### src/rtl/pfa_ram.sv
`default_nettype none

module pfa_ram #(
    parameter int WIDTH = 8,
    parameter int DEPTH = 16
) (
    input  wire logic                     i_clk,
    input  wire logic                     i_we,
    input  wire logic [$clog2(DEPTH)-1:0] i_waddr,
    input  wire logic [WIDTH-1:0]         i_wdata,
    input  wire logic [$clog2(DEPTH)-1:0] i_raddr,
    output logic      [WIDTH-1:0]         o_rdata
);

    logic [WIDTH-1:0] mem [DEPTH];
    logic [WIDTH-1:0] r_rdata;

    // one write port, one registered read port
    always_ff @(posedge i_clk) begin
        if (i_we) begin
            mem[i_waddr] <= i_wdata;
        end
        r_rdata <= mem[i_raddr];
    end

    assign o_rdata = r_rdata;

endmodule

`default_nettype wire

### config.mk
export PLATFORM = sky130hd
export DESIGN_NAME = pfa_ram
export DESIGN_NICKNAME = d
export VERILOG_FILES = /design/src/rtl/pfa_ram.sv
export SDC_FILE = /design/constraint.sdc
export NUM_CORES = 1
export LEC_CHECK = 0
export BUFFER_PORTS_ARGS = -buffer_cell sky130_fd_sc_hd__buf_2
export CAP_MARGIN = 15
export CORE_ASPECT_RATIO = 1.2
export CORE_UTILIZATION = 45
export DETAILED_ROUTE_END_ITERATION = 8
export GPL_TIMING_DRIVEN = 1
export PLACE_DENSITY_LB_ADDON = 0.1
export SLEW_MARGIN = 20
export SYNTH_ARGS = -nofsm -noshare
export SYNTH_HDL_FRONTEND = slang
export SYNTH_SLANG_ARGS = --single-unit
### constraint.sdc
create_clock -name i_clk -period 1.8 [get_ports i_clk]
set_input_delay 0.18 -clock i_clk [delete_from_list [all_inputs] [get_ports i_clk]]
set_output_delay 0.18 -clock i_clk [all_outputs]
set_load 0.01 [all_outputs]
==> flow_summary.yaml <==
run_status:
  outcome: "finished, final reports clean"
synth:
  syn_nets: 247
  avgSynthCellArea_um2: 22.5
  yosys-top-cells-area: "edfxtp_1 75%, mux4_2 7.9%, mux4_1 7.1%"
  yosys_warnings: 0
  synth_cell_type_count: 19
  synthCells: 229
  synth_top_cell_by_area: "edfxtp_1"
  syn_area_um2: 5150
  synth_top_area_frac: 0.747
  synth-seq-area-share: 0.778
  synth-seq-cells: 136
sta:
  report.final.slew_viol_count: 0
  rsz0062_at_grt: "false"
  clock_skew_ps: 4.35
  finalCritPeriodShare: 0.763
  final.min_clock_period_ps: 1370
  hold_viol: 0
  holdWs_ps: 164
  finalSetupViolCount: 0
  relSlewSlack: 0.725
  fin_setup_tns_ps: 0
  tightest_slew_ps: 412
  fin_ws_ps: 427
  max_freq_mhz: 728
worst_setup_path:
  critPathSlowestCell: "mux4_1"
  worstSetupPathType: "register to register"
  max_stage_delay_ps: 500
  cp_max_fo: 1
  required_ps: 2090
  ff2ff_path_depth: 3
  path_cells: "mux4_1 -> a22oi_1 -> nand2_1"
  crit_buf_inv: 0
  critPathTopFamily: "multiplexers"
  start_kind: "register"
  cp-startpoint: "mem[2][3]$_DFFE_PP_"
  r2r-start: "mem[2][3]$_DFFE_PP_"
  path_depth: 3
  worstPathArrival_ps: 1660
  endpoint_kind: "register"
pwr:
  p_int_w: 0.00587
  p_switching_w: 0.00142
  p_leak_nw: 2.12
  clkPwrFrac: 0.464
  p_per_area_nw_per_um2: 1180
  pwr-share-seq: 0.488
  power_frac_comb: 0.048
  peakVddDrop_mv: 0.583
  netSwitchingFraction: 0.195
clock_tree:
  ctsHoldBuffers: 0
  numCtsBuffers: 17
  clockBufferDepth: 2
  clkTransAtPathRegs_ps: 60
  htreeDepth: 4
  cts_root_buf: "clkbuf_16"
  clock_latency_ps: 410
  post_cts.repair.setup_buffers: 0
  cts_resized: 0
  cts_tree: "done"
  cts_num_sinks: 136
cells_and_area:
  utilization: 0.559
  nFillCells: 840
  final_cell_mix: "128 x edfxtp_1, 25 x buf_2, 20 x buf_4"
  nets: 305
  antennaDiodeCount: 0
  drive_gt1_frac: 0.323
  final_common_cell: "edfxtp_1"
  fin_area_um2: 6200
  syn2layout_area_growth_pct: 20.4
grt:
  grt_use_total: 0.186
  grt_overflow: 0
  grt_pass1_wl_mm: 15.1
  grt_max_degree: 17
  grt_pass1_vias: 2557
  grt_antenna_before_repair: 0
routing:
  postRouteAntennaNets: 0
  via_per_inst: 5.35
  firstDrtPassIters: 4
  dr.first_iter.drc_count: 125
  num_vias: 2431
  wirelength_mm: 9.77
  drc_errors: 0
  wl_per_cell_um: 21.5
die:
  die-area_um2: 11900
  die_h_um: 119
  coreArea_um2: 11100
  rows: 42
  start_util: 0.464
  io_pins: 26
  die-width_um: 99.6
hold_path:
  min_from: "i_wdata[4]"
  hold_class: "input pin to register"
  whs_path_depth: 1
placement:
  io_buffers: 25
  hpwl_mm: 6.33
  place_area_um2: 5610
  gp_routability_congestion: 0.696
  dp_slack_ps: 173
flow_run:
  drv_cap: 0
-- synthesized netlist by cell type --
| cell type | number |
|---|---|
| nand2b_1 | 2 |
| edfxtp_1 | 128 |
| nor3_1 | 4 |
| buf_4 | 1 |
| nor2_1 | 13 |
| and2_1 | 1 |
| buf_2 | 3 |
| clkdlybuf4s25_2 | 3 |
| mux4_2 | 18 |
| or3b_2 | 1 |
| dfxtp_1 | 8 |
| a22oi_1 | 16 |
| nor2b_1 | 1 |
| nand3_1 | 1 |
| buf_6 | 3 |
| mux4_1 | 14 |
| and2b_1 | 1 |
| nand3b_1 | 2 |
| nand2_1 | 9 |
-- power groups by stage --
stage / registers [W] / logic, W / clock network (W)
6_report: 0.00356 / 0.000349 / 0.00338
5_1_grt: 0.00357 / 0.000380 / 0.00356
4_1_cts: 0.00356 / 0.000356 / 0.00344
3_5_place_dp: 0.00363 / 0.000355 / 0
3_3_place_gp: 0.00363 / 0.000350 / 0
2_1_floorplan: 0.00363 / 0.000180 / 0
-- per-stage QoR --
step | total power, W | instances
global route | 0.00751 | 454
floorplan | 0.00381 | 229
CTS | 0.00737 | 454
finish | 0.00729 | 454
detailed placement | 0.00398 | 422
global placement | 0.00398 | 422
-- sequential cells by signal (all words and copies together) (netlist names) --
signal   count
mem        128
o_rdata      8
-- worst paths after layout --
kind	slack, ps	end
worst max register to register	430	o_rdata[3]$_DFF_P_
worst min-delay path	160	mem[6][4]$_DFFE_PP_
worst min register to register	680	o_rdata[2]$_DFF_P_
worst max-delay path	430	o_rdata[3]$_DFF_P_
-- kinds of logic after synthesis --
| kind of cell | after synthesis | share of synthesized area |
|---|---|---|
| multiplexers | 32 | 0.150 |
| buffers and inverters | 10 | 0.0168 |
| AO/OA/AOI/OAI | 16 | 0.0233 |
| AND/OR/NAND/NOR | 35 | 0.0318 |
| flip-flops | 136 | 0.778 |
-- routing by layer --
metal  routed length [µm]  share of wire  global-route usage  up-vias
li1                     -              -                   -     1088
met1                 4440           0.45               0.247     1277
met2                 4870           0.50               0.291       52
met3                  309          0.032              0.0534       14
met4                  147          0.015              0.0744        0
met5                    0              0                   0        -
-- final cells by class --
type	instances	area (µm²)	share of cell area
clock inverters	8	95.1	0.0153
repair buffers	49	355	0.0574
well taps	154	193	0.0311
multi-input cells	83	1060	0.171
flip-flops and latches	136	4000	0.646
clock buffers	24	492	0.0794
No activity file was read; power rests on OpenSTA's default activity.
