<file path="config.mk">
export PLATFORM = sky130hd
export DESIGN_NAME = pfa_ctrl
export DESIGN_NICKNAME = d
export VERILOG_FILES = /design/src/rtl/pfa_pkg.sv /design/src/rtl/pfa_ctrl.sv
export SDC_FILE = /design/constraint.sdc
export NUM_CORES = 1
export LEC_CHECK = 0
export BUFFER_PORTS_ARGS = -buffer_cell sky130_fd_sc_hd__buf_2
export CAP_MARGIN = 25
export CORE_AREA = 2 2 154 156
export CTS_CLUSTER_DIAMETER = 40
export DETAILED_ROUTE_END_ITERATION = 10
export DIE_AREA = 0 0 156 158
export PLACE_DENSITY = 0.66
export REMOVE_ABC_BUFFERS = 1
export SLEW_MARGIN = 10
export SYNTH_ARGS = -nofsm -noshare
export SYNTH_HDL_FRONTEND = slang
export SYNTH_SLANG_ARGS = --single-unit
</file>
<file path="constraint.sdc">
create_clock -name i_clk -period 4.59 [get_ports i_clk]
set_clock_uncertainty 0.1 [all_clocks]
set_input_delay 0.459 -clock i_clk [delete_from_list [all_inputs] [get_ports i_clk]]
set_output_delay 0.459 -clock i_clk [all_outputs]
set_load 0.01 [all_outputs]
</file>
<file path="src/rtl/pfa_pkg.sv">
`default_nettype none

package pfa_pkg;

    // frame geometry
    localparam int NUM_FRAMES  = 65536;
    localparam int FRAME_BYTES = 4096;
    localparam int PAGE_SHIFT  = $clog2(FRAME_BYTES);
    localparam int FRAME_W     = $clog2(NUM_FRAMES);

    // field widths
    localparam int ADDR_W  = 28;
    localparam int VIRT_W  = 48;
    localparam int VPAGE_W = VIRT_W - PAGE_SHIFT;
    localparam int TYPE_W  = 8;
    localparam int COUNT_W = 17;
    localparam int FNUM_W  = ADDR_W - PAGE_SHIFT;

    localparam logic [COUNT_W-1:0] FREE_LIMIT = COUNT_W'(NUM_FRAMES);
    localparam logic [COUNT_W-1:0] COUNT_MAX  = '1;
    localparam logic [FRAME_W-1:0] LAST_FRAME = FRAME_W'(NUM_FRAMES - 1);

    typedef enum logic [1:0] {
        FS_RESERVED = 2'd0,
        FS_FREE     = 2'd1,
        FS_INUSE    = 2'd2
    } t_frame_status;

    typedef enum logic [2:0] {
        ACT_SEED      = 3'd0,
        ACT_ALLOC     = 3'd1,
        ACT_FREE      = 3'd2,
        ACT_MAP       = 3'd3,
        ACT_UNMAP     = 3'd4,
        ACT_TRANSLATE = 3'd5
    } t_action;

    typedef enum logic [2:0] {
        RC_OK          = 3'd0,
        RC_OUT_OF_MEM  = 3'd1,
        RC_NONE_IN_USE = 3'd2,
        RC_OVERFLOW    = 3'd3,
        RC_OUT_OF_RNG  = 3'd4,
        RC_PAGE_FREE   = 3'd5
    } t_result;

    typedef enum logic [1:0] {
        ST_CLEAR,
        ST_IDLE,
        ST_POP,
        ST_RMW
    } t_state;

    // one row of the frame table
    typedef struct packed {
        logic [VPAGE_W-1:0] vpage;
        logic [TYPE_W-1:0]  ptype;
        t_frame_status      status;
    } t_frame_row;

    localparam int ROW_W = $bits(t_frame_row);

    typedef struct packed {
        logic               we;
        logic [FRAME_W-1:0] waddr;
        t_frame_row         wdata;
        logic [FRAME_W-1:0] raddr;
    } t_frame_req;

    typedef struct packed {
        logic               we;
        logic [FRAME_W-1:0] waddr;
        logic [FRAME_W-1:0] wdata;
        logic [FRAME_W-1:0] raddr;
    } t_stack_req;

endpackage

`default_nettype wire

</file>
<file path="src/rtl/pfa_ctrl.sv">
`default_nettype none

module pfa_ctrl
    import pfa_pkg::*;
(
    input  wire logic               i_clk,
    input  wire logic               i_rst_n,
    input  wire logic               i_start,
    output logic                    o_busy,
    input  wire logic [2:0]         i_action,
    input  wire logic [ADDR_W-1:0]  i_page_addr,
    input  wire logic [VIRT_W-1:0]  i_virt_addr,
    input  wire logic [TYPE_W-1:0]  i_page_type,
    output logic                    o_done,
    output logic [2:0]              o_result_code,
    output logic [ADDR_W-1:0]       o_phys_addr,
    output logic [VIRT_W-1:0]       o_virt_out,
    output logic [COUNT_W-1:0]      o_free_count,
    output logic [COUNT_W-1:0]      o_used_count,
    output t_frame_req              o_frame_req,
    input  wire t_frame_row         i_frame_rdata,
    output t_stack_req              o_stack_req,
    input  wire logic [FRAME_W-1:0] i_stack_rdata
);

    t_state              r_state, n_state;
    logic [FRAME_W-1:0]  r_clr, n_clr;
    logic [COUNT_W-1:0]  r_free, n_free;
    logic [COUNT_W-1:0]  r_used, n_used;
    logic                r_done, n_done;
    t_result             r_code, n_code;
    logic [ADDR_W-1:0]   r_phys, n_phys;
    logic [VIRT_W-1:0]   r_virt, n_virt;
    t_action             r_action, n_action;
    logic [FRAME_W-1:0]  r_frame, n_frame;
    logic [TYPE_W-1:0]   r_type, n_type;

    logic [FNUM_W-1:0]   frame_num;
    logic [FRAME_W-1:0]  frame_idx;
    logic                in_range;
    logic [COUNT_W-1:0]  top_idx;
    logic                stack_full;
    t_frame_row          row;

    // frame number of the incoming page address
    assign frame_num  = i_page_addr[ADDR_W-1:PAGE_SHIFT];
    assign frame_idx  = FRAME_W'(frame_num);
    assign in_range   = 32'(frame_num) < 32'(NUM_FRAMES);
    assign top_idx    = r_free - COUNT_W'(1);
    assign stack_full = r_free >= FREE_LIMIT;
    assign row        = i_frame_rdata;

    // control registers
    always_ff @(posedge i_clk) begin
        if (!i_rst_n) begin
            r_state <= ST_CLEAR;
            r_clr   <= '0;
            r_free  <= '0;
            r_used  <= '0;
            r_done  <= 1'b0;
            r_code  <= RC_OK;
            r_phys  <= '0;
            r_virt  <= '0;
        end else begin
            r_state <= n_state;
            r_clr   <= n_clr;
            r_free  <= n_free;
            r_used  <= n_used;
            r_done  <= n_done;
            r_code  <= n_code;
            r_phys  <= n_phys;
            r_virt  <= n_virt;
        end
    end

    // operation operands
    always_ff @(posedge i_clk) begin
        r_action <= n_action;
        r_frame  <= n_frame;
        r_type   <= n_type;
    end

    // next state, memory requests and results
    always_comb begin
        n_state     = r_state;
        n_clr       = r_clr;
        n_free      = r_free;
        n_used      = r_used;
        n_done      = 1'b0;
        n_code      = r_code;
        n_phys      = r_phys;
        n_virt      = r_virt;
        n_action    = r_action;
        n_frame     = r_frame;
        n_type      = r_type;
        o_frame_req = '0;
        o_stack_req = '0;

        unique case (r_state)
            // sweep every frame to reserved after reset
            ST_CLEAR: begin
                o_frame_req.we    = 1'b1;
                o_frame_req.waddr = r_clr;
                o_frame_req.wdata = '0;
                n_clr             = r_clr + FRAME_W'(1);
                if (r_clr == LAST_FRAME) begin
                    n_state = ST_IDLE;
                end
            end

            // take a command, answer at once or start the memory read
            ST_IDLE: begin
                if (i_start) begin
                    n_action = t_action'(i_action);
                    n_frame  = frame_idx;
                    n_type   = i_page_type;
                    n_phys   = '0;
                    n_virt   = '0;
                    n_code   = RC_OK;
                    unique case (t_action'(i_action))
                        ACT_SEED, ACT_UNMAP, ACT_TRANSLATE: begin
                            if (!in_range) begin
                                n_done = 1'b1;
                                n_code = RC_OUT_OF_RNG;
                            end else begin
                                o_frame_req.raddr = frame_idx;
                                n_state           = ST_RMW;
                            end
                        end
                        ACT_ALLOC: begin
                            if (r_free == '0) begin
                                n_done = 1'b1;
                                n_code = RC_OUT_OF_MEM;
                            end else begin
                                o_stack_req.raddr = top_idx[FRAME_W-1:0];
                                n_state           = ST_POP;
                            end
                        end
                        ACT_FREE: begin
                            if (r_used == '0) begin
                                n_done = 1'b1;
                                n_code = RC_NONE_IN_USE;
                            end else if (!in_range) begin
                                n_done = 1'b1;
                                n_code = RC_OUT_OF_RNG;
                            end else begin
                                o_frame_req.raddr = frame_idx;
                                n_state           = ST_RMW;
                            end
                        end
                        ACT_MAP: begin
                            n_done = 1'b1;
                            if (!in_range) begin
                                n_code = RC_OUT_OF_RNG;
                            end else begin
                                o_frame_req.we           = 1'b1;
                                o_frame_req.waddr        = frame_idx;
                                o_frame_req.wdata.vpage  = i_virt_addr[VIRT_W-1:PAGE_SHIFT];
                                o_frame_req.wdata.ptype  = i_page_type;
                                o_frame_req.wdata.status = FS_INUSE;
                            end
                        end
                        default: begin
                            n_done = 1'b1;
                        end
                    endcase
                end
            end

            // top of stack is back: read that frame's row
            ST_POP: begin
                n_frame           = i_stack_rdata;
                o_frame_req.raddr = i_stack_rdata;
                n_state           = ST_RMW;
            end

            // row is back: modify, write and answer
            ST_RMW: begin
                n_state           = ST_IDLE;
                n_done            = 1'b1;
                n_code            = RC_OK;
                o_frame_req.waddr = r_frame;
                o_frame_req.wdata = row;
                o_stack_req.waddr = r_free[FRAME_W-1:0];
                o_stack_req.wdata = r_frame;
                unique case (r_action)
                    ACT_SEED, ACT_FREE: begin
                        if (row.status != FS_FREE) begin
                            if (stack_full) begin
                                n_code = RC_OVERFLOW;
                            end else begin
                                o_frame_req.we           = 1'b1;
                                o_frame_req.wdata.status = FS_FREE;
                                o_stack_req.we           = 1'b1;
                                n_free                   = r_free + COUNT_W'(1);
                                if (r_action == ACT_FREE) begin
                                    n_used = r_used - COUNT_W'(1);
                                end
                            end
                        end
                    end
                    ACT_ALLOC: begin
                        o_frame_req.we           = 1'b1;
                        o_frame_req.wdata.ptype  = r_type;
                        o_frame_req.wdata.status = FS_INUSE;
                        n_free                   = top_idx;
                        if (r_used != COUNT_MAX) begin
                            n_used = r_used + COUNT_W'(1);
                        end
                        n_phys = ADDR_W'({r_frame, {PAGE_SHIFT{1'b0}}});
                    end
                    ACT_UNMAP: begin
                        o_frame_req.we           = 1'b1;
                        o_frame_req.wdata.status = FS_FREE;
                    end
                    ACT_TRANSLATE: begin
                        if (row.status == FS_FREE) begin
                            n_code = RC_PAGE_FREE;
                        end else begin
                            n_virt = VIRT_W'({row.vpage, {PAGE_SHIFT{1'b0}}});
                        end
                    end
                    default: begin
                    end
                endcase
            end
        endcase
    end

    assign o_busy        = (r_state != ST_IDLE);
    assign o_done        = r_done;
    assign o_result_code = r_code;
    assign o_phys_addr   = r_phys;
    assign o_virt_out    = r_virt;
    assign o_free_count  = r_free;
    assign o_used_count  = r_used;

endmodule

`default_nettype wire

</file>
==> summary.md, run 1 <==
| Metric | Value |
|---|---|
| Cell Rows | 56 |
| RePlAce Congestion | 0.821 |
| Dpl ws | 1010 ps |
| Port buffer count | 346 |
| Synthesized netlist cell count | 1111 |
| Largest net degree at the start of global routing | 70 |
| Register area share after synthesis | 0.346 |
| Post-DP Area | 10400 um^2 |
| Final worst setup slack | 775 ps |
| Cts repair resizes | 0 |
| Top Ports | 395 |
| Worst Path Required | 4030 ps |
| EDFF count, synth | 27 |
| Worst Reg-to-Reg Cells | 9 |
| Initial antenna violation count | 1 |
| Skew-Pair Late Insertion Delay | 420 ps |
| Post-Place Cells | 1678 |
| Outcome | complete, no violations |
| Die area | 24600 um^2 |
| Hpwl dp | 19900 um |
| Hold Path Sink | r_type[5] |
| Worst endpoint data arrival time | 3260 ps |
| Design area | 11100 um^2 |
| Max-slew violations | 0 |
| Ant diodes | 0 |
| Root buffer cell | clkbuf_16 |
| Worst-margin pin slew | 946 ps |
| Final ANT Viol Nets | 0 |
| Max-cap viol count | 0 |
| Via-to-Cell Ratio | 5.29 |
| R2r startpoint | r_action[2] |
| Vias in the first global route | 7720 |
| Power per standard cell area | 266 nW/um^2 |
| Synth Flop Type | dfxtp_1 |
| Syn. warnings | 0 |
| Final setup viols | 0 |
| Post-CTS Setup Inserts | 0 |
| #FFs+latches synth | 135 |
| Fin cells | 1712 |
| Die W | 156 um |
| Clock sinks | 135 |
| Initial detailed-routing violation count | 601 |
| Final core utilization | 0.481 |
| Final hold vios | 0 |
| Max incr delay on CP | 590 ps |
| Core Region | 23100 um^2 |
| GRT Util Overall | 0.213 |
| HP Start | i_page_type[5] |
| Area of the mapped netlist | 8590 um^2 |
| Layout Nets | 1585 |
| DRC errors left | 0 |
| Maximum vdd drop | 215 uV |
| TritonCTS Buffers | 17 |
| HP Class | input pin to flop |
| CP max stage cell | or4b_1 |
| Reg-to-reg setup timing slack | 1060 ps |
| H-tree Lvls | 4 |
| Number of hold buffers added after CTS | 0 |
| Share of post-route cells with drive strength above 1 | 0.289 |
| Die height | 158 um |
| Worst-path clk slew | 60 ps |
| Initial DRT Pass Iterations | 5 |
| Critical Path Source Type | flop |
| Final min period | 3820 ps |
| Detailed-route via count | 9064 |
| Hold Path Stages | 1 |
| Final wirelength | 28200 um |
| Leak Pwr | 5.17 nW |
| First-pass GRT wire length | 41500 um |
| Global route total overflow | 0 |
| Syn Area/Cell | 7.74 um^2 |
| Per-cell routed wire length | 16.5 um |
| Critical path capture point type | output port |
| FF-to-FF End | o_used_count[16] |
| Hold WS | 136 ps |
| Area Overhead vs Synth | 29.0% |
| Final worst path period share | 0.831 |
| Initial core utilization | 0.373 |
| Ys async rst share | 0 |
| Synth cell types | 66 |
| Max Fanout on Critical Path | 16 |
| Max-slew headroom at the worst pin | 0.369 |
| Fmax achieved | 262 MHz |
| Critical path, cell by cell | inv_1, ha_1, or4b_1, nor3_2, buf_4, and2_1, nand3b_1, nor2_1, buf_2 |
| Critical path class | flop to output port |
| Unrepaired setup endpoints after global routing | false |
| CTS tree | yes |
| CTS Buffer Depth | 2 |
## per-stage QoR
| step | power, mW | TNS (ps) |
|---|---|---|
| after floorplan | 1.40 | -32620 |
| after global placement | 1.54 | 0 |
| after detailed placement | 1.55 | 0 |
| after CTS | 2.98 | 0 |
| after global routing | 3.07 | 0 |
| final | 2.95 | 0 |
## power by group
group / switching [mW] / total [mW] / internal [mW] / leakage, nW
combinational: 0.169 / 0.279 / 0.110 / 3.76
clock: 0.595 / 1.42 / 0.825 / 0.297
sequential: 0.0170 / 1.25 / 1.23 / 1.11
total: 0.781 / 2.95 / 2.17 / 5.17
## synthesized netlist by cell type (13+ instances only)
library cell  count  area [um^2]
nor2_1           97          364
a221oi_1         16          140
ha_1             23          288
clkbuf_1         72          270
dfxtp_1         108         2160
xor2_1           13          114
a21boi_0         74          556
inv_1            34          128
o21ai_0          52          260
a21oi_1          52          260
buf_4            24          180
nand4_1          15         93.8
and2_1           55          344
a22oi_1          37          278
nor3_1           14         70.1
nand3_1          61          305
xnor2_1          32          280
edfxtp_1         27          811
nand2_1         163          612
## cell usage in the layout (no fill, tap or decap), drive strengths merged, types with 17 or more instances in the layout
cell    count
a21boi     75
conb       24
ha         23
xnor2      32
a22oi      37
buf       363
and2       55
clkbuf     17
dfxtp     108
inv        44
nor2       97
o21ai      53
nand2     163
a21oi      53
nand3      61
edfxtp     27
## cell type report
type                            count  area [um^2]
Clock inverter                     15          179
Sequential cell                   135         2970
Clock buffer                       17          425
Inverter                           35          131
Multi-Input combinational cell    857         5120
Tap cell                          290          363
Fill cell                        2316        12000
Timing Repair Buffer              363         1890
## layer usage
layer	up-vias	wire length (um)	GRT usage
met3	30	1950	0.0485
met4	2	318	0.0481
met5	-	13	0
li1	4471	-	-
met1	4234	12100	0.265
met2	327	13800	0.374
## kinds of logic (layout without fill, tap and decap cells)
family	after synthesis	in the layout	share of synthesized area
XOR/XNOR	45	45	0.0459
multiplexers	12	12	0.0140
AO/OA/AOI/OAI	281	281	0.221
flip-flops	135	135	0.346
other	1	24	0.000436
adder cells (fa/ha/maj)	24	24	0.0358
buffers and inverters	142	430	0.0735
AND/OR/NAND/NOR	471	471	0.264
## registers in the layout, indices dropped and copies added (netlist names)
name and count:
r_frame 16, r_state 2, r_action 3, o_free_count 17, o_result_code 3, o_virt_out 36, o_done 1, r_clr 16
o_phys_addr 16, r_type 8, o_used_count 17
## worst max-delay path by stage
stage                               start               end  slack, ps  cells after the start
after floorplan                r_state[1]  o_used_count[10]       -500                      7
after global placement        r_action[2]  o_used_count[16]       1060                      8
after detailed placement      r_action[2]  o_used_count[16]       1010                      8
after CTS                 o_free_count[0]   o_stack_req[14]        760                      9
after global routing      o_free_count[0]   o_stack_req[11]        530                      9
final                     o_free_count[0]   o_stack_req[15]        770                      9
## worst max-delay path: cells and delay by family, from the launching register on
kind	cells	cell delay, ps
AND/OR/NAND/NOR	5	1670
buffers and inverters	3	480
adder cells (fa/ha/maj)	1	230
flip-flops	1	440
Note: power is estimated with default switching activity, not from simulation.
==> inputs of run 2 (changes only) <==
Settings changed: CORE_AREA 2 2 154 156 to 2 2 153 155, DIE_AREA 0 0 156 158 to 0 0 155 157, PLACE_DENSITY 0.66 to 0.7.
Clock period 4.59 ns to 3.3 ns, I/O delays scaled along.
==> run 2 against run 1 <==
  * Sequential power up 38%
  * Global-route usage up 1.2 points
  * First-iteration DRC count is 1.8% lower
  * Worst hold slack worse by 110 ps
  * Total power increased by 40%
==> summary.md, run 2 (synthesis gave the netlist of run 1 again) <==
| Metric | Value |
|---|---|
| Initial core utilization | 0.382 (was 0.373) |
| DRC errors left | 0 (unchanged) |
| Port buffer count | 346 (unchanged) |
| Clock sinks | 135 (unchanged) |
| Initial detailed-routing violation count | 590 (was 601) |
| HP Class | input pin to flop (unchanged) |
| Multi-input gate area in the final layout | 5120 um^2 (unchanged) |
| Core Region | 22500 um^2 (was 23100 um^2) |
| H-tree Lvls | 4 (unchanged) |
| Final wirelength | 28900 um (was 28200 um) |
| Max-slew headroom at the worst pin | 0.503 (was 0.369) |
| Max-cap viol count | 0 (unchanged) |
| Power per standard cell area | 364 nW/um^2 (was 266 nW/um^2) |
| Fin cells | 1730 (was 1712) |
| Post-Place Cells | 1689 (was 1678) |
| Die W | 155 um (was 156 um) |
| Critical path capture point type | output port (unchanged) |
| Final min period | 3130 ps |
| Die area | 24300 um^2 (was 24600 um^2) |
| Fillers | 2213 (was 2316) |
| Critical path, cell by cell | inv_1, ha_1, or4b_1, or2_1, nor4_1, xnor2_1, nor2_1, buf_2 (was inv_1, ha_1, or4b_1, nor3_2, buf_4, and2_1, nand3b_1, nor2_1, buf_2) |
| Final hold vios | 0 (unchanged) |
| Leak Pwr | 5.27 nW (was 5.17 nW) |
| CTS tree | yes (unchanged) |
| Initial antenna violation count | 2 (was 1) |
| Maximum vdd drop | 271 uV (was 215 uV) |
| Worst-path clk slew | 60 ps (about the same) |
| Power Total | 4.11 mW (was 2.95 mW) |
| RePlAce Congestion | 0.840 (was 0.821) |
| TritonCTS Buffers | 17 (unchanged) |
| Layout Nets | 1606 (was 1585) |
| Final setup viols | 0 (unchanged) |
| Max Fanout on Critical Path | 6 (was 16) |
| Largest net degree at the start of global routing | 80 (was 70) |
| Reg area | 2970 um^2 (unchanged) |
| Via-to-Cell Ratio | 5.31 (was 5.29) |
| R2r startpoint | r_action[2] (unchanged) |
| Area Overhead vs Synth | 31.4% (was 29.0%) |
| CTS Buffer Depth | 2 (unchanged) |
| Most frequent cells in the layout | buf_2, nand2_1, dfxtp_1 (unchanged) |
| CP max stage cell | or4b_1 (unchanged) |
| Worst Path Required | 2870 ps (was 4030 ps) |
| Critical Path Source Type | flop (unchanged) |
| Unrepaired setup endpoints after global routing | false (unchanged) |
| Skew-Pair Late Insertion Delay | 420 ps (about the same) |
| Share of post-route cells with drive strength above 1 | 0.295 (was 0.289) |
| Max incr delay on CP | 600 ps (was 590 ps) |
| Worst endpoint data arrival time | 2700 ps (was 3260 ps) |
| Critical path class | flop to output port (unchanged) |
| Setup crit start | o_free_count[0] (unchanged) |
| Root buffer cell | clkbuf_16 (unchanged) |
| Fmax achieved | 320 MHz |
| Detailed-route via count | 9194 (was 9064) |
| GRT Util Overall | 0.225 (was 0.213) |
| Die height | 157 um (was 158 um) |
| Worst-margin pin slew | 745 ps (was 946 ps) |
| Hpwl dp | 20900 um (was 19900 um) |
| Final ANT Viol Nets | 0 (unchanged) |
| Max-slew violations | 0 (unchanged) |
| Top Ports | 395 (unchanged) |
| Commonest non-fill, non-tap cell in the layout | buf_2 (unchanged) |
| HP Start | i_page_type[5] (unchanged) |
| Final worst path period share | 0.947 |
| First-pass GRT wire length | 43800 um (was 41500 um) |
| Initial DRT Pass Iterations | 7 (was 5) |
| Per-cell routed wire length | 16.7 um (was 16.5 um) |
| Global route total overflow | 0 (unchanged) |
| Vias in the first global route | 8152 (was 7720) |
| Outcome | complete, no violations (unchanged) |
| Largest register FFs | 36 (unchanged) |
| Cell Rows | 55 (was 56) |
[run 2: cell count changes in the layout (fill, tap and decap cells not counted), moves of 2 or more]
| cell | previous run | this run |
|---|---|---|
| dlygate4sd3_1 | 0 | 6 |
| buf_12 | 0 | 3 |
| diode_2 | 0 | 2 |
| buf_4 | 16 | 28 |
[run 2: final cells by class]
class	instances	share of cell area
Sequential cell	135	0.263
Clock buffer	17	0.0377
Tap cell	285	0.0316
Multi-Input combinational cell	857	0.454
Clock inverter	15	0.0158
Timing Repair Buffer	384	0.186
Inverter	35	0.0116
Antenna cell	2	0.000443
[run 2: where the power goes]
part / internal (mW) / leakage [nW] / switching, mW
logic: 0.164 / 3.87 / 0.246
registers: 1.71 / 1.11 / 0.0198
clock network: 1.15 / 0.292 / 0.827
total: 3.02 / 5.27 / 1.09
[run 2: critical path, delay by kind of cell (launching register included)]
kind / cells / cell delay, ps
simple gates: 4 / 1360
flops: 1 / 310
fa+ha+maj: 1 / 250
buf+inv: 2 / 210
xor+xnor: 1 / 160
[run 2: what timing repair did]
item,CTS,global route
hold endpoints to repair,4,2
gates resized for setup,0,1
hold buffers,4,2
buffers inserted,0,0
endpoints found under the setup margin,0,19
[run 2: worst paths after layout]
| path | depth (start not counted) | end | slack [ps] |
|---|---|---|---|
| worst max-delay path | 8 | o_stack_req[14] | 170 |
| worst min-delay path | 1 | r_type[5] | 30 |
| worst max register to register | 9 | o_used_count[16] | 240 |
| worst min register to register | 2 | o_virt_out[32] | 360 |
[run 2: per-stage QoR]
stage               utilization  area [um^2]  setup slack, ps  TNS (ps)  hold WS (ps)
finish                    0.502        11300              175         0          30.7
floorplan                     -         8180            -1790   -207270           329
global placement          0.471        10600              313         0           348
detailed placement        0.471        10600              261         0           355
global route              0.502        11300             1.08         0          6.78
CTS                       0.499        11200             87.2         0          4.40
[run 2: layer usage]
| layer | track usage | share of wire | up-vias |
|---|---|---|---|
| li1 | - | - | 4503 |
| met1 | 0.290 | 0.43 | 4295 |
| met2 | 0.381 | 0.49 | 350 |
| met3 | 0.0463 | 0.061 | 44 |
| met4 | 0.0666 | 0.022 | 2 |
| met5 | 0 | 0.00045 | - |
==> inputs of run 3 (changes only) <==
Settings changed: PLACE_DENSITY 0.7 to 0.8, RECOVER_POWER set to 100.
==> run 3 against run 2 <==
  * First-iteration DRC count grew 29%
  * Worst setup slack is essentially flat
  * Clock power is essentially flat
  * Critical endpoint is now o_frame_req[3]
  * Largest power group unchanged
==> summary.md, run 3 (synthesis gave the netlist of run 1 again) <==
| Metric | Value |
|---|---|
| Final worst path period share | 0.947 (about the same) |
| Initial detailed-routing violation count | 759 (was 590) |
| Root buffer cell | clkbuf_16 (unchanged) |
| Die height | 157 um (unchanged) |
| Port buffer count | 346 (unchanged) |
| Vias in the first global route | 8485 (was 8152) |
| Via-to-Cell Ratio | 5.39 (was 5.31) |
| Initial core utilization | 0.382 (unchanged) |
| Design area | 11000 um^2 (was 11300 um^2) |
| Worst endpoint data arrival time | 2700 ps (about the same) |
| Detailed-route via count | 9311 (was 9194) |
| Area Overhead vs Synth | 27.8% (was 31.4%) |
| Skew-Pair Late Insertion Delay | 410 ps (was 420 ps) |
| Final wirelength | 29200 um (was 28900 um) |
| Clock sinks | 135 (unchanged) |
| Critical path class | flop to output port (unchanged) |
| Outcome | complete, no violations (unchanged) |
| Layout Nets | 1607 (was 1606) |
| Initial antenna violation count | 0 (was 2) |
| TritonCTS Buffers | 17 (unchanged) |
| Commonest non-fill, non-tap cell in the layout | clkbuf_1 (was buf_2) |
| Setup TNS | 0 ps (unchanged) |
| Final core utilization | 0.488 (was 0.502) |
| CTS Buffer Depth | 2 (unchanged) |
| Final min period | 3130 ps (about the same) |
| Power per standard cell area | 372 nW/um^2 (was 364 nW/um^2) |
| Global route hottest layer | met2 (unchanged) |
| Met3 usage | 0.0424 (was 0.0463) |
| Largest register FFs | 36 (unchanged) |
| Ant diodes | 0 (was 2) |
| Largest net degree at the start of global routing | 122 (was 80) |
| Final hold vios | 0 (unchanged) |
| First-pass GRT wire length | 44400 um (was 43800 um) |
| Max incr delay on CP | 670 ps (was 600 ps) |
| Per-cell routed wire length | 16.9 um (was 16.7 um) |
| Die area | 24300 um^2 (unchanged) |
| Final setup viols | 0 (unchanged) |
| Final worst setup slack | 174 ps (was 175 ps) |
| Maximum vdd drop | 292 uV (was 271 uV) |
| Met1 usage | 0.285 (was 0.290) |
| CP max stage cell | or4b_2 (was or4b_1) |
| Max-slew violations | 0 (unchanged) |
| Unrepaired setup endpoints after global routing | false (unchanged) |
| Top Ports | 395 (unchanged) |
| Critical path capture point type | output port (unchanged) |
| H-tree Lvls | 4 (unchanged) |
| Cell Rows | 55 (unchanged) |
| Hold WS | 71.6 ps (was 30.7 ps) |
| Worst-margin pin slew | 1020 ps (was 745 ps) |
| Core Region | 22500 um^2 (unchanged) |
| Critical Path Source Type | flop (unchanged) |
| Critical path, cell by cell | or4b_2, nor4_1, a211oi_2, buf_2, nand2_1, a21boi_0, clkbuf_2 (was inv_1, ha_1, or4b_1, or2_1, nor4_1, xnor2_1, nor2_1, buf_2) |
| Global route total overflow | 0 (unchanged) |
| DRC errors left | 0 (unchanged) |
| Most frequent cells in the layout | clkbuf_1, nand2_1, buf_2 (was buf_2, nand2_1, dfxtp_1) |
| CTS tree | yes (unchanged) |
| Post-DP Area | 10600 um^2 (about the same) |
| Max-cap viol count | 0 (unchanged) |
| Share of post-route cells with drive strength above 1 | 0.166 (was 0.295) |
| Worst-path clk slew | 70 ps (was 60 ps) |
| Worst Path Required | 2870 ps (about the same) |
| Die W | 155 um (unchanged) |
| GR met2 Demand/Resource | 0.392 (was 0.381) |
| Hpwl dp | 21100 um (was 20900 um) |
| Final ANT Viol Nets | 0 (unchanged) |
| Fmax achieved | 320 MHz (about the same) |
| Fillers | 2265 (was 2213) |
| Max Fanout on Critical Path | 16 (was 6) |
| GRT Util Overall | 0.227 (was 0.225) |
| HP Class | input pin to flop (unchanged) |
| Dpl ws | 171 ps (was 261 ps) |
| Initial DRT Pass Iterations | 5 (was 7) |
| Leak Pwr | 4.42 nW (was 5.27 nW) |
| RePlAce Congestion | 0.857 (was 0.840) |
| Max-slew headroom at the worst pin | 0.319 (was 0.503) |
==> run 3: cell count changes in the layout (fill, tap and decap cells not counted), moves of 3 or more <==
cell	change
dlygate4sd3_1	-3
clkbuf_2	+13
and2_1	-38
buf_4	-5
buf_2	-191
and2_0	+38
clkbuf_1	+189
==> run 3: where the power goes <==
part           switching (mW)  internal [mW]
Sequential             0.0218           1.71
Combinational           0.241          0.147
Clock                   0.821           1.15
==> run 3: final timing paths <==
path,from,depth (start not counted),end,slack [ps]
max,o_used_count[5],7,o_frame_req[3],170
min,i_page_type[3],1,r_type[3],70
max reg2reg,r_action[2],9,o_used_count[16],270
min reg2reg,o_virt_out[38],2,o_virt_out[38],360
==> run 3: what timing repair did <==
action / CTS / global route
buffers inserted: 0 / 3
resized for setup: 1 / 2
hold endpoints to repair: 2 / 1
pin swaps: 0 / 1
cloned: 0 / 0
endpoints found under the setup margin: 14 / 19
hold buffers: 2 / 1
==> run 3: final cells by class <==
class,count,area (um^2),area share
Sequential cell,135,2970,0.271
Clock buffer,17,425,0.0387
Tap cell,285,357,0.0325
Inverter,35,131,0.0120
Multi-Input combinational cell,857,5130,0.467
Timing Repair Buffer,385,1790,0.163
Clock inverter,15,178,0.0162
==> run 3: worst max-delay path, delay by kind of cell (launching register included) <==
family / cells / cell delay [ps]
AOI/OAI and AO/OA: 2 / 230
DFF: 1 / 360
and+or+nand+nor: 3 / 1270
buffers and inverters: 2 / 410
==> run 3: metal layers <==
metal,up-vias,wire (um)
met5,-,0
met4,0,676
met3,37,2110
met2,445,14400
met1,4331,12000
li1,4498,-
==> run 3: stage by stage <==
stage	cells	total power, mW
CTS	1724	4.14
floorplan	1027	1.94
global route	1729	4.24
detailed placement	1690	2.16
global placement	1690	2.15
finish	1729	4.09
